## config.mk

```make
export PLATFORM = sky130hd
export DESIGN_NAME = in_order_reply_release_queue_unit_flat
export DESIGN_NICKNAME = d
export VERILOG_FILES = /design/src/rtl/iorrq_pkg.sv /design/src/rtl/iorrq_if.sv /design/src/rtl/iorrq_entry_store.sv /design/src/rtl/in_order_reply_release_queue_unit.sv /design/src/flat_wrapper.sv
export SDC_FILE = /design/constraint.sdc
export NUM_CORES = 1
export LEC_CHECK = 0
export ABC_CLOCK_PERIOD_IN_PS = 9970
export BUFFER_PORTS_ARGS = -buffer_cell sky130_fd_sc_hd__buf_2
export CELL_PAD_IN_SITES_DETAIL_PLACEMENT = 1
export CELL_PAD_IN_SITES_GLOBAL_PLACEMENT = 1
export CORE_UTILIZATION = 32
export CTS_BUF_LIST = sky130_fd_sc_hd__clkbuf_16
export DETAILED_ROUTE_END_ITERATION = 10
export GPL_ROUTABILITY_DRIVEN = 1
export MAX_ROUTING_LAYER = met4
export PLACE_DENSITY = 0.48
export SYNTH_ARGS = -nofsm -noshare
export SYNTH_HDL_FRONTEND = slang
export SYNTH_SLANG_ARGS = --single-unit
```

## constraint.sdc

```tcl
create_clock -name clk -period 9.97 [get_ports clk]
set_input_delay 0.997 -clock clk [delete_from_list [all_inputs] [get_ports clk]]
set_output_delay 0.997 -clock clk [all_outputs]
set_load 0.1 [all_outputs]
```

## src/rtl/iorrq_pkg.sv

```systemverilog
// Package: codes, sizes and word types of the reply release queue.
`default_nettype none

package iorrq_pkg;

  typedef logic [1:0] kind_t;
  typedef logic [1:0] status_t;

  localparam kind_t KIND_IMMEDIATE = 2'd0;
  localparam kind_t KIND_DELAYED   = 2'd1;
  localparam kind_t KIND_EXPIRED   = 2'd2;
  localparam kind_t KIND_UNUSED    = 2'd3;

  localparam status_t STATUS_RELEASED  = 2'd0;
  localparam status_t STATUS_FULL      = 2'd1;
  localparam status_t STATUS_NOT_FOUND = 2'd2;

  localparam int unsigned NUM_CONN_DEF    = 8;
  localparam int unsigned QUEUE_DEPTH_DEF = 16;
  localparam int unsigned TAG_BITS_DEF    = 8;
  localparam int unsigned MAX_RESULTS     = 16;

  localparam int unsigned CONN_W = 3;
  localparam int unsigned TAG_W  = 8;

endpackage

`default_nettype wire

```

## src/rtl/iorrq_if.sv

```systemverilog
// Interfaces: request and result channels of the reply release queue.
`default_nettype none

interface iorrq_in_if;
  logic                     valid;
  logic                     ready;
  iorrq_pkg::kind_t         kind;
  logic [2:0]               connection;
  logic [7:0]               reply_tag;

  modport source (output valid, output kind, output connection, output reply_tag,
                  input ready);
  modport sink   (input valid, input kind, input connection, input reply_tag,
                  output ready);
endinterface

interface iorrq_out_if;
  logic                     valid;
  logic                     ready;
  logic [2:0]               out_connection;
  logic [7:0]               out_tag;
  iorrq_pkg::status_t       status;
  logic                     last;

  modport source (output valid, output out_connection, output out_tag, output status,
                  output last, input ready);
  modport sink   (input valid, input out_connection, input out_tag, input status,
                  input last, output ready);
endinterface

`default_nettype wire

```

## src/rtl/iorrq_entry_store.sv

```systemverilog
// Entry store: single-port-write, registered-read memory of queue entries.
`default_nettype none

module iorrq_entry_store #(
  parameter int unsigned DEPTH = 128,
  parameter int unsigned WIDTH = 9
) (
  input  wire logic                       clk,
  input  wire logic                       we,
  input  wire logic [$clog2(DEPTH)-1:0]   waddr,
  input  wire logic [WIDTH-1:0]           wdata,
  input  wire logic                       re,
  input  wire logic [$clog2(DEPTH)-1:0]   raddr,
  output logic      [WIDTH-1:0]           rdata
);

  logic [WIDTH-1:0] mem [DEPTH];

  always_ff @(posedge clk) begin
    if (we) begin
      mem[waddr] <= wdata;
    end
  end

  always_ff @(posedge clk) begin
    if (re) begin
      rdata <= mem[raddr];
    end
  end

endmodule

`default_nettype wire

```

## src/rtl/in_order_reply_release_queue_unit.sv

```systemverilog
// Top level: per-connection in-order reply release queue with tag search sequencer.
//
//   channel   dir  word
//   request   in   kind, connection, reply_tag
//   result    out  out_connection, out_tag, status, last
//
// Immediate reply: the ready bits of the queued entries are scanned; it is released when
// all are ready, else queued as ready, or rejected when full. Delayed reply: queued or rejected.
// Expiry: the occupied entries of every connection are searched for the tag, then the ready
// entries at the head of its queue are released in order, each read from the entry store.
// Each result waits in the output register until taken; the sequencer stalls on it.
// Reset clears head/count per connection; the entry store is not cleared, since only
// occupied slots are ever read.
`default_nettype none

module in_order_reply_release_queue_unit #(
  parameter int unsigned NUM_CONN    = iorrq_pkg::NUM_CONN_DEF,
  parameter int unsigned QUEUE_DEPTH = iorrq_pkg::QUEUE_DEPTH_DEF,
  parameter int unsigned TAG_BITS    = iorrq_pkg::TAG_BITS_DEF
) (
  input  wire logic clk,
  input  wire logic rst,
  iorrq_in_if.sink    request,
  iorrq_out_if.source result
);

  import iorrq_pkg::*;

  localparam int unsigned CW  = (NUM_CONN > 1) ? $clog2(NUM_CONN) : 1;
  localparam int unsigned DW  = $clog2(QUEUE_DEPTH);
  localparam int unsigned NW  = $clog2(QUEUE_DEPTH + 1);
  localparam int unsigned SW  = NW + 1;
  localparam int unsigned ENT = NUM_CONN * QUEUE_DEPTH;
  localparam int unsigned AW  = $clog2(ENT);
  localparam int unsigned TW  = (TAG_BITS < TAG_W) ? TAG_BITS : TAG_W;
  localparam int unsigned MW  = $clog2(MAX_RESULTS + 1);

  localparam logic [2:0] S_IDLE = 3'd0;
  localparam logic [2:0] S_DISP = 3'd1;
  localparam logic [2:0] S_SCAN = 3'd2;
  localparam logic [2:0] S_SCHK = 3'd3;
  localparam logic [2:0] S_SRCH = 3'd4;
  localparam logic [2:0] S_RD   = 3'd5;
  localparam logic [2:0] S_CHK  = 3'd6;
  localparam logic [2:0] S_LAST = 3'd7;

  function automatic logic [DW-1:0] wrap(input logic [DW-1:0] h, input logic [NW-1:0] i);
    logic [SW-1:0] s;
    s = SW'(h) + SW'(i);
    if (s >= SW'(QUEUE_DEPTH)) s = s - SW'(QUEUE_DEPTH);
    return DW'(s);
  endfunction

  function automatic logic [AW-1:0] addr_of(input logic [CW-1:0] c, input logic [DW-1:0] s);
    return AW'(int'(c) * QUEUE_DEPTH + int'(s));
  endfunction

  logic [2:0]      state, state_next;
  kind_t           kind_q;
  logic [2:0]      conn_q;
  logic [TW-1:0]   tag_q;
  logic [CW-1:0]   cur_conn;

  logic [DW-1:0]   head [NUM_CONN];
  logic [NW-1:0]   cnt  [NUM_CONN];

  logic [CW-1:0]   it_conn;
  logic [NW-1:0]   it_idx;
  logic            it_done;
  logic            pend;
  logic [NW-1:0]   pend_idx;
  logic [CW-1:0]   pend_conn;
  logic            all_rdy;
  logic [MW-1:0]   n;

  logic [2:0]      hold_conn;
  logic [TW-1:0]   hold_tag;
  status_t         hold_status;

  logic            out_valid;
  logic [2:0]      out_connection;
  logic [TAG_W-1:0] out_tag;
  status_t         status;
  logic            last;

  logic            rd_en;
  logic [CW-1:0]   rd_conn;
  logic [NW-1:0]   rd_idx;
  logic [AW-1:0]   rd_addr, rd_addr_q;
  logic [TW:0]     rd_word;
  logic [TW-1:0]   rd_tag;
  logic            rd_ready;

  logic            we;
  logic [AW-1:0]   wr_addr;
  logic [TW-1:0]   wr_tag;
  logic            wr_ready;

  logic            accept, out_free, conn_ok, full, match, it_has;
  logic [DW-1:0]   head_cur;
  logic [NW-1:0]   cnt_cur;
  logic            do_push, do_pop, hold_load, emit, emit_last;
  logic            srch_step, found, scan_inc, n_inc;
  logic [2:0]      hold_conn_next;
  logic [TW-1:0]   hold_tag_next;
  status_t         hold_status_next;

  assign accept   = request.valid && (state == S_IDLE) && !rst;
  assign out_free = !out_valid || result.ready;
  assign conn_ok  = int'(conn_q) < NUM_CONN;
  assign head_cur = head[cur_conn];
  assign cnt_cur  = cnt[cur_conn];
  assign full     = cnt_cur >= NW'(QUEUE_DEPTH);
  assign rd_tag   = rd_word[TW:1];
  assign rd_ready = rd_word[0];
  assign match    = pend && (rd_tag == tag_q);
  assign it_has   = it_idx < cnt[it_conn];
  assign rd_addr  = addr_of(rd_conn, wrap(head[rd_conn], rd_idx));

  iorrq_entry_store #(
    .DEPTH (ENT),
    .WIDTH (TW + 1)
  ) u_store (
    .clk   (clk),
    .we    (we),
    .waddr (wr_addr),
    .wdata ({wr_tag, wr_ready}),
    .re    (rd_en),
    .raddr (rd_addr),
    .rdata (rd_word)
  );

  always_comb begin
    state_next       = state;
    rd_en            = 1'b0;
    rd_conn          = cur_conn;
    rd_idx           = '0;
    we               = 1'b0;
    wr_addr          = rd_addr_q;
    wr_tag           = rd_tag;
    wr_ready         = 1'b0;
    do_push          = 1'b0;
    do_pop           = 1'b0;
    hold_load        = 1'b0;
    hold_conn_next   = conn_q;
    hold_tag_next    = tag_q;
    hold_status_next = STATUS_RELEASED;
    emit             = 1'b0;
    emit_last        = 1'b0;
    srch_step        = 1'b0;
    found            = 1'b0;
    scan_inc         = 1'b0;
    n_inc            = 1'b0;
    unique case (state)
      S_IDLE: begin
        if (accept) state_next = S_DISP;
      end
      S_DISP: begin
        unique case (kind_q)
          KIND_IMMEDIATE: begin
            if (!conn_ok) begin
              hold_load        = 1'b1;
              hold_status_next = STATUS_FULL;
              state_next       = S_LAST;
            end else begin
              state_next = S_SCAN;
            end
          end
          KIND_DELAYED: begin
            if (!conn_ok || full) begin
              hold_load        = 1'b1;
              hold_status_next = STATUS_FULL;
              state_next       = S_LAST;
            end else begin
              we         = 1'b1;
              wr_addr    = addr_of(cur_conn, wrap(head_cur, cnt_cur));
              wr_tag     = tag_q;
              do_push    = 1'b1;
              state_next = S_IDLE;
            end
          end
          KIND_EXPIRED: state_next = S_SRCH;
          default:      state_next = S_IDLE;
        endcase
      end
      S_SCAN: begin
        if (it_idx < cnt_cur) begin
          rd_en      = 1'b1;
          rd_idx     = it_idx;
          state_next = S_SCHK;
        end else begin
          hold_load  = 1'b1;
          state_next = S_LAST;
        end
      end
      S_SCHK: begin
        if (rd_ready) begin
          scan_inc   = 1'b1;
          state_next = S_SCAN;
        end else if (full) begin
          hold_load        = 1'b1;
          hold_status_next = STATUS_FULL;
          state_next       = S_LAST;
        end else begin
          we         = 1'b1;
          wr_addr    = addr_of(cur_conn, wrap(head_cur, cnt_cur));
          wr_tag     = tag_q;
          wr_ready   = 1'b1;
          do_push    = 1'b1;
          state_next = S_IDLE;
        end
      end
      S_SRCH: begin
        if (match) begin
          we         = 1'b1;
          wr_ready   = 1'b1;
          found      = 1'b1;
          state_next = ((pend_idx == '0) || all_rdy) ? S_RD : S_IDLE;
        end else if (it_done && !pend) begin
          hold_load        = 1'b1;
          hold_conn_next   = '0;
          hold_status_next = STATUS_NOT_FOUND;
          state_next       = S_LAST;
        end else begin
          srch_step = 1'b1;
          rd_en     = !it_done && it_has;
          rd_conn   = it_conn;
          rd_idx    = it_idx;
        end
      end
      S_RD: begin
        if ((cnt_cur == '0) || (n == MW'(MAX_RESULTS))) begin
          state_next = S_LAST;
        end else begin
          rd_en      = 1'b1;
          state_next = S_CHK;
        end
      end
      S_CHK: begin
        if (!rd_ready) begin
          state_next = S_LAST;
        end else if ((n == '0) || out_free) begin
          emit             = (n != '0);
          hold_load        = 1'b1;
          hold_conn_next   = 3'(cur_conn);
          hold_tag_next    = rd_tag;
          we               = 1'b1;
          do_pop           = 1'b1;
          n_inc            = 1'b1;
          state_next       = S_RD;
        end
      end
      S_LAST: begin
        if (out_free) begin
          emit       = 1'b1;
          emit_last  = 1'b1;
          state_next = S_IDLE;
        end
      end
      default: state_next = S_IDLE;
    endcase
  end

  always_ff @(posedge clk) begin
    if (rst) begin
      state <= S_IDLE;
    end else begin
      state <= state_next;
    end
  end

  always_ff @(posedge clk) begin
    if (rd_en) rd_addr_q <= rd_addr;
    if (hold_load) begin
      hold_conn   <= hold_conn_next;
      hold_tag    <= hold_tag_next;
      hold_status <= hold_status_next;
    end
    if (accept) begin
      kind_q   <= request.kind;
      conn_q   <= request.connection;
      tag_q    <= TW'(request.reply_tag);
      cur_conn <= CW'(request.connection);
      it_conn  <= '0;
      it_idx   <= '0;
      it_done  <= 1'b0;
      pend     <= 1'b0;
      all_rdy  <= 1'b1;
    end
    if (scan_inc) it_idx <= it_idx + NW'(1);
    if (srch_step) begin
      if (pend) all_rdy <= ((pend_idx == '0) || all_rdy) && rd_ready;
      pend <= !it_done && it_has;
      if (!it_done) begin
        if (it_has) begin
          pend_conn <= it_conn;
          pend_idx  <= it_idx;
          it_idx    <= it_idx + NW'(1);
        end else if (it_conn == CW'(NUM_CONN - 1)) begin
          it_done <= 1'b1;
        end else begin
          it_conn <= it_conn + CW'(1);
          it_idx  <= '0;
        end
      end
    end
    if (found) begin
      cur_conn <= pend_conn;
      n        <= '0;
    end
    if (n_inc) n <= n + MW'(1);
  end

  always_ff @(posedge clk) begin
    if (rst) begin
      for (int k = 0; k < NUM_CONN; k++) begin
        head[k] <= '0;
        cnt[k]  <= '0;
      end
    end else begin
      if (do_push) cnt[cur_conn] <= cnt_cur + NW'(1);
      if (do_pop) begin
        head[cur_conn] <= wrap(head_cur, NW'(1));
        cnt[cur_conn]  <= cnt_cur - NW'(1);
      end
    end
  end

  always_ff @(posedge clk) begin
    if (rst) begin
      out_valid <= 1'b0;
    end else if (emit) begin
      out_valid <= 1'b1;
    end else if (result.ready) begin
      out_valid <= 1'b0;
    end
  end

  always_ff @(posedge clk) begin
    if (emit) begin
      out_connection <= hold_conn;
      out_tag        <= TAG_W'(hold_tag);
      status         <= hold_status;
      last           <= emit_last;
    end
  end

  assign request.ready         = (state == S_IDLE) && !rst;
  assign result.valid          = out_valid;
  assign result.out_connection = out_connection;
  assign result.out_tag        = out_tag;
  assign result.status         = status;
  assign result.last           = last;

endmodule

`default_nettype wire

```

## src/flat_wrapper.sv

```systemverilog
// flat-port wrapper written by rule: the top's interface ports become plain ports
module in_order_reply_release_queue_unit_flat import iorrq_pkg::*;
#(
  parameter int unsigned NUM_CONN    = iorrq_pkg::NUM_CONN_DEF,
  parameter int unsigned QUEUE_DEPTH = iorrq_pkg::QUEUE_DEPTH_DEF,
  parameter int unsigned TAG_BITS    = iorrq_pkg::TAG_BITS_DEF
)
  (clk, rst, request_valid, request_kind, request_connection, request_reply_tag, request_ready, result_valid, result_out_connection, result_out_tag, result_status, result_last, result_ready);
  iorrq_in_if request_i ();
  iorrq_out_if result_i ();
  input  wire logic clk;
  input  wire logic rst;
  input wire logic [$bits(request_i.valid)-1:0] request_valid;
  input wire logic [$bits(request_i.kind)-1:0] request_kind;
  input wire logic [$bits(request_i.connection)-1:0] request_connection;
  input wire logic [$bits(request_i.reply_tag)-1:0] request_reply_tag;
  output wire logic [$bits(request_i.ready)-1:0] request_ready;
  output wire logic [$bits(result_i.valid)-1:0] result_valid;
  output wire logic [$bits(result_i.out_connection)-1:0] result_out_connection;
  output wire logic [$bits(result_i.out_tag)-1:0] result_out_tag;
  output wire logic [$bits(result_i.status)-1:0] result_status;
  output wire logic [$bits(result_i.last)-1:0] result_last;
  input wire logic [$bits(result_i.ready)-1:0] result_ready;
  assign request_i.valid = request_valid;
  assign request_i.kind = request_kind;
  assign request_i.connection = request_connection;
  assign request_i.reply_tag = request_reply_tag;
  assign request_ready = request_i.ready;
  assign result_valid = result_i.valid;
  assign result_out_connection = result_i.out_connection;
  assign result_out_tag = result_i.out_tag;
  assign result_status = result_i.status;
  assign result_last = result_i.last;
  assign result_i.ready = result_ready;
  in_order_reply_release_queue_unit #(.NUM_CONN(NUM_CONN), .QUEUE_DEPTH(QUEUE_DEPTH), .TAG_BITS(TAG_BITS)) u_core (.clk(clk), .rst(rst), .request(request_i), .result(result_i));
endmodule
```

-- After elaboration in Yosys (flattened, before gate mapping)
Memory sizes are Yosys's and may differ from the RTL's. A register that Yosys moved wholly into a read port is not among the register bits.
Index checks and enable logic that the tools add are counted.
- flip-flop bits (word level): 78
- bits in latches: 0
- RAM bits: 1224
- memory bits (read-only): 0
- bits of input ports: 17
- logic and storage cells: 223
- memories kept: 3
- $add $sub $neg: 14
- multipliers: 0
- div/mod/pow operators: 0
- magnitude comparators: 6
- equal/unequal tests: 16
- shift-type cells: 0
- multiplexer cells: 131
- bitwise logic cells: 2
- reductions and logical operators: 29
- memory list (memory ; depth ; bits a word ; read ports ; clocked after memory_dff ; wr ports ; RTL line ; text):
    u_core.u_store.mem ; 128 ; 9 ; 1 ; 1 ; 1 ; iorrq_entry_store.sv:17 ; logic [WIDTH-1:0] mem [DEPTH];
    u_core.cnt ; 8 ; 5 ; 2 ; 2 ; 8 ; in_order_reply_release_queue_unit.sv:65 ; logic [NW-1:0] cnt [NUM_CONN];
    u_core.head ; 8 ; 4 ; 2 ; 1 ; 8 ; in_order_reply_release_queue_unit.sv:64 ; logic [DW-1:0] head [NUM_CONN];
- operators with widths (cell ; count):
    3-bit 2-to-1 mux ; 28
    5-bit 2-to-1 mux ; 13
    1-bit 2-to-1 mux ; 52
    8-bit 2-to-1 mux ; 6
    4-bit 2-to-1 mux ; 11
    7-bit 2-to-1 mux ; 4
    3-bit case mux with 8 select lines ; 1
    7-bit by 4-bit adder with 7-bit output ; 3
    8-bit case mux with 2 select lines ; 1
    5-bit by 1-bit adder with 5-bit output (second input constant) ; 3
    3-bit equality test (second input constant) ; 5
    5-bit logical NOT ; 3
    7-bit case mux with 2 select lines ; 1
    4-bit by 5-bit adder with 6-bit output ; 2
    6-bit by 5-bit >= comparator with 1-bit output (second input constant) ; 2
    4-bit by 1-bit subtractor with 4-bit output (second input constant) ; 3
    5-bit >= comparator (second input constant) ; 2
    5-bit less-than comparator ; 2
    5-bit case mux with 2 select lines ; 1
    3-bit case mux with 3 select lines ; 1
    8-bit equality test ; 1
    2-bit 2-to-1 mux ; 4
    2-bit nonzero test ; 4
    1-bit logical AND ; 7
    28 further kinds ; 38

-- Longest topological paths before layout
- depth after elaboration: 12
- depth in mapped cells: 23

-- Cells and area by module
From an unflattened synthesis, not the netlist that was laid out.
- cells, all modules: 2472
- area total of the unflattened synthesis: 52600.4 µm²
- modules (own cells, without submodules) (module ; times used ; cells an instance ; area each (µm²)):
    iorrq_entry_store ; 1 ; 1816 ; 44619.0
    in_order_reply_release_queue_unit ; 1 ; 656 ; 7981.4

-- Worst setup path before layout
No wires, ideal clock.
- path kind: reg-to-reg
- start: register with a tool-made name
- end: register u_core.u_store.rdata[6] (read register of u_core.u_store.mem), data pin
- data arrival time: 5.452 ns
- required time: 9.714 ns
- slack: 4.263 ns
- stages on the path, launching flop included: 21
- path buffers: 5
- period minus slack after synthesis: 5.707 ns
- cell sequence: dfxtp_1 > buf_2 > buf_1 > mux4_2 > mux2i_1 > ha_1 > a21oi_1 > o21ai_1 > o21ai_0 > and2_1 > ha_1 > clkbuf_1 > clkbuf_1 > buf_1 > mux4_2 > nand2_1 > nand3_1 > nand3_1 > a22oi_1 > o21ai_1 > nand2_1
- RTL lines (item ; RTL line ; text):
    to (decl) ; iorrq_entry_store.sv:14 ; output logic [WIDTH-1:0] rdata

-- Worst setup path after layout
- start: register u_core.state[2]
- end: register u_core.u_store.rdata[4] (read register of u_core.u_store.mem), data pin
- word-level cells in the longest chain between the ends: 7
- elaborated cells between the ends (all ways): 12
- classes of those cells: 3 x add/sub; 1 x order compare; 3 x eq/ne; 4 x mux; 1 x memory
- RTL lines (item ; RTL line ; text):
    from (decl) ; in_order_reply_release_queue_unit.sv:58 ; logic [2:0] state, state_next;
    from (signal assigned) ; in_order_reply_release_queue_unit.sv:268 ; state <= state_next;
    3-bit equality test ; in_order_reply_release_queue_unit.sv:154 ; unique case (state)
    3-bit 2-to-1 mux ; in_order_reply_release_queue_unit.sv:154 ;
    memory read 8 x 4 bit ; - ;
    4-bit by 5-bit adder with 6-bit output ; in_order_reply_release_queue_unit.sv:49 ; s = SW'(h) + SW'(i);
    6-bit by 5-bit >= comparator with 1-bit output / 4-bit by 1-bit subtractor with 4-bit output (equally long branches) ; in_order_reply_release_queue_unit.sv:50 ; if (s >= SW'(QUEUE_DEPTH)) s = s - SW'(QUEUE_DEPTH);
    4-bit 2-to-1 mux ; in_order_reply_release_queue_unit.sv:50 ;
    7-bit by 4-bit adder with 7-bit output ; in_order_reply_release_queue_unit.sv:55 ; return AW'(int'(c) * QUEUE_DEPTH + int'(s));
Several ways; a longest one is shown, not always the timed one.
A chain may end at the register's enable or synchronous reset.

==> results.toml <==
[critical_path]
timing.rr.start = "u_core.state[2]"
arrival_ns = 8.43
startpoint_type = "flop"
criticalPathCategory = "flop to flop"
critPathMaxStageDelay_ns = 1.41
worst_setup_path_end_kind = "flop"
slowest_stage = "fa_4"
crit_fanout = 39
reg2reg_depth = 21
path_cells = "nand2b_1 > nor2_1 > o31ai_4 > nor2_1 > nor2_1 > buf_4 > inv_1 > o32ai_1 > mux2i_1 > ha_4 > inv_1 > fa_4 > buf_4 > buf_4 > mux4_2 > nand2_1 > nand3_1 > nand3_1 > a211oi_1 > o21ai_0 > nand2_1"
crit_required_ns = 10.61
worstSetupStartpoint = "u_core.state[2]"

[placed_design]
gp_congestion = 0.8192
io_buffers = 32
hpwl_um = 98660

[floorplanning]
core.rowCount = 149
start_util_pct = 32.22
core-area_um2 = 165000
die_width_um = 409.6
io_pins = 33
die_area_um2 = 167800
die_h_um = 409.6

[yosys]
synthesis.area_um2 = 53160
async_flop_share_pct = 0
seq_area_frac_synth_pct = 73.90
synth_nets = 3059
syn_avg_cell_area_um2 = 17.64
synthCells = 3014
synthFlopType = "edfxtp_1"
yosysWarningCount = 0
synth_edf_count = 1297
synthDistinctLibCells = 57
ys_seq_elements = 1314

[drt]
vias = 28360
drtIter0Drc = 2187
wirelength_um = 160100
route.detailed.drc = 20
first_pass_iters = 10
viasPerCell = 5.240
wire_per_inst_um = 29.58
antenna_left = 0

[cts]
post_cts_buffers = 0
clockBufferDepth = 3
cts_hold_buf = 0
h-tree-depth = 4
cts_num_sinks = 1314
cts_resized = 0
cts_buffers = 150
root_buffer = "clkbuf_16"
cts_tree = "yes"
clk_pin_slew_worst_paths_ns = 0.06
insertion_delay_ns = 0.79

[cells_and_area]
areaGrowthSynthToFinish_pct = 14.48
nNetsFinal = 3151
final_common_cell = "edfxtp_1"
utilization_pct = 36.88
drive_above_1_share_pct = 20.24
layout_common_cells = "edfxtp_1, nand2_1, mux4_2"

[sta]
period_needed_ns = 7.785
setup_viol = 0
max_freq_mhz = 128.4
slew_headroom_pct = 14.26
hold_viol_final = 0
worstMarginPinSlew_ns = 1.276
rsz0062_at_grt = "no"
final.period_utilization_pct = 78.09
finClkSkew_ns = 0.02640
report.final.slew_viol_count = 0
finalSetupTns_ns = 0

[run_status]
outcome = "finished, violations left"
failed_checks = "DRC"

[pwr]
power-per-cell-area_nw_per_um2 = 288.9
leakage_uw = 0.01986
ir_worst_vdd_mv = 0.1961

[global_routing]
grt_max_degree = 93
grt_first_pass_wirelength_um = 229500
grt_use_total_pct = 19.72
grt_pass1_vias = 30200
antenna_found_initial = 5
globalRoute.totalOverflow = 0

[worst_hold_path]
hold_class = "primary input to flop"
hp-start = "request_reply_tag[5]"
holdPathStages = 1

[flow_run]
cap_violations = 0
[layout make-up]
cell class	count	area, um2
diodes	1	2.502
clock buffers	153	3829
clock inverters	115	748.2
fillers	16290	104100
inverters	35	133.9
multi-input cells	1504	13280
flip-flops and latches	1314	39290
well taps	2189	2739
repair buffers	101	840.8
[cell usage after synthesis (15+ instances only)]
master	instances	area share (%)
buf_1	44	0.31
ha_1	25	0.59
nor2_1	232	1.6
a21oi_1	23	0.22
nand3_1	245	2.3
a211oi_1	22	0.31
o21ai_1	15	0.14
clkbuf_1	107	0.76
nand2b_1	21	0.25
a22oi_1	19	0.27
edfxtp_1	1297	73
mux4_2	316	13
nand2_1	405	2.9
o21ai_0	29	0.27
inv_1	30	0.21
dfxtp_1	17	0.64
[cell families after synthesis]
kind of cell | count (synthesis) | synth area share, %
flops | 1314 | 73.90
simple gates | 945 | 7.562
mux | 340 | 13.87
buf+inv | 196 | 1.417
compound gates | 170 | 2.194
fa+ha+maj | 28 | 0.7014
xor+xnor | 21 | 0.3460
[where the power goes]
group,switching (uW),leakage [uW],internal [uW]
clock network,2230,0.00238,2950
logic,3610,0.00527,1850
registers,95.6,0.0122,6840
[through the flow]
| step | cell area (um2) | power [uW] | worst slack (ns) | hold WS, ns | instances |
|---|---|---|---|---|---|
| 2_1_floorplan | 53160 | 10410 | 4.263 | 0.4003 | 3014 |
| 3_3_place_gp | 56280 | 12600 | 2.133 | 0.4120 | 5143 |
| 3_5_place_dp | 56280 | 12670 | 2.209 | 0.4081 | 5143 |
| 4_1_cts | 60850 | 17890 | 2.195 | 0.3036 | 5411 |
| 5_1_grt | 60850 | 18310 | 1.909 | 0.3365 | 5411 |
| 6_report | 60860 | 17580 | 2.185 | 0.3906 | 5412 |
[worst max-delay path, delay by kind of cell (launching register included)]
family          cells  cell delay [ns]
buf+inv             5             1.66
mux                 2             0.56
flops               1             0.59
compound gates      4             1.55
simple gates        8             1.59
fa+ha+maj           2             1.60
[metal layers]
metal | global-route usage (%) | up-vias | wire (um)
met1 | 25.32 | 15360 | 69280
met2 | 32.34 | 687 | 80060
met3 | 2.918 | 218 | 6582
met4 | 5.906 | 0 | 4178
li1 | - | 12100 | -
met5 | - | - | 0
[final timing paths]
kind	end	slack (ns)
setup / recovery	u_core.u_store.rdata[4]	2.18
hold / removal	u_core.tag_q[5]	0.39
setup reg to reg	u_core.u_store.rdata[4]	2.18
hold reg to reg	u_core.result.out_connection[1]	0.42
[sequential cells by signal, indices dropped and copies added (netlist names), 5 cells and up, named ones only]
register               flops
u_core.result.out_tag      8
u_core.u_store.rdata       9
u_core.pend_idx            5
u_core.u_store.mem      1152
u_core.n                   5
u_core.hold_tag            8
u_core.cnt                40
u_core.it_idx              5
u_core.rd_addr_q           7
u_core.head               32
u_core.tag_q               8
(Power assumes the default switching activity.)
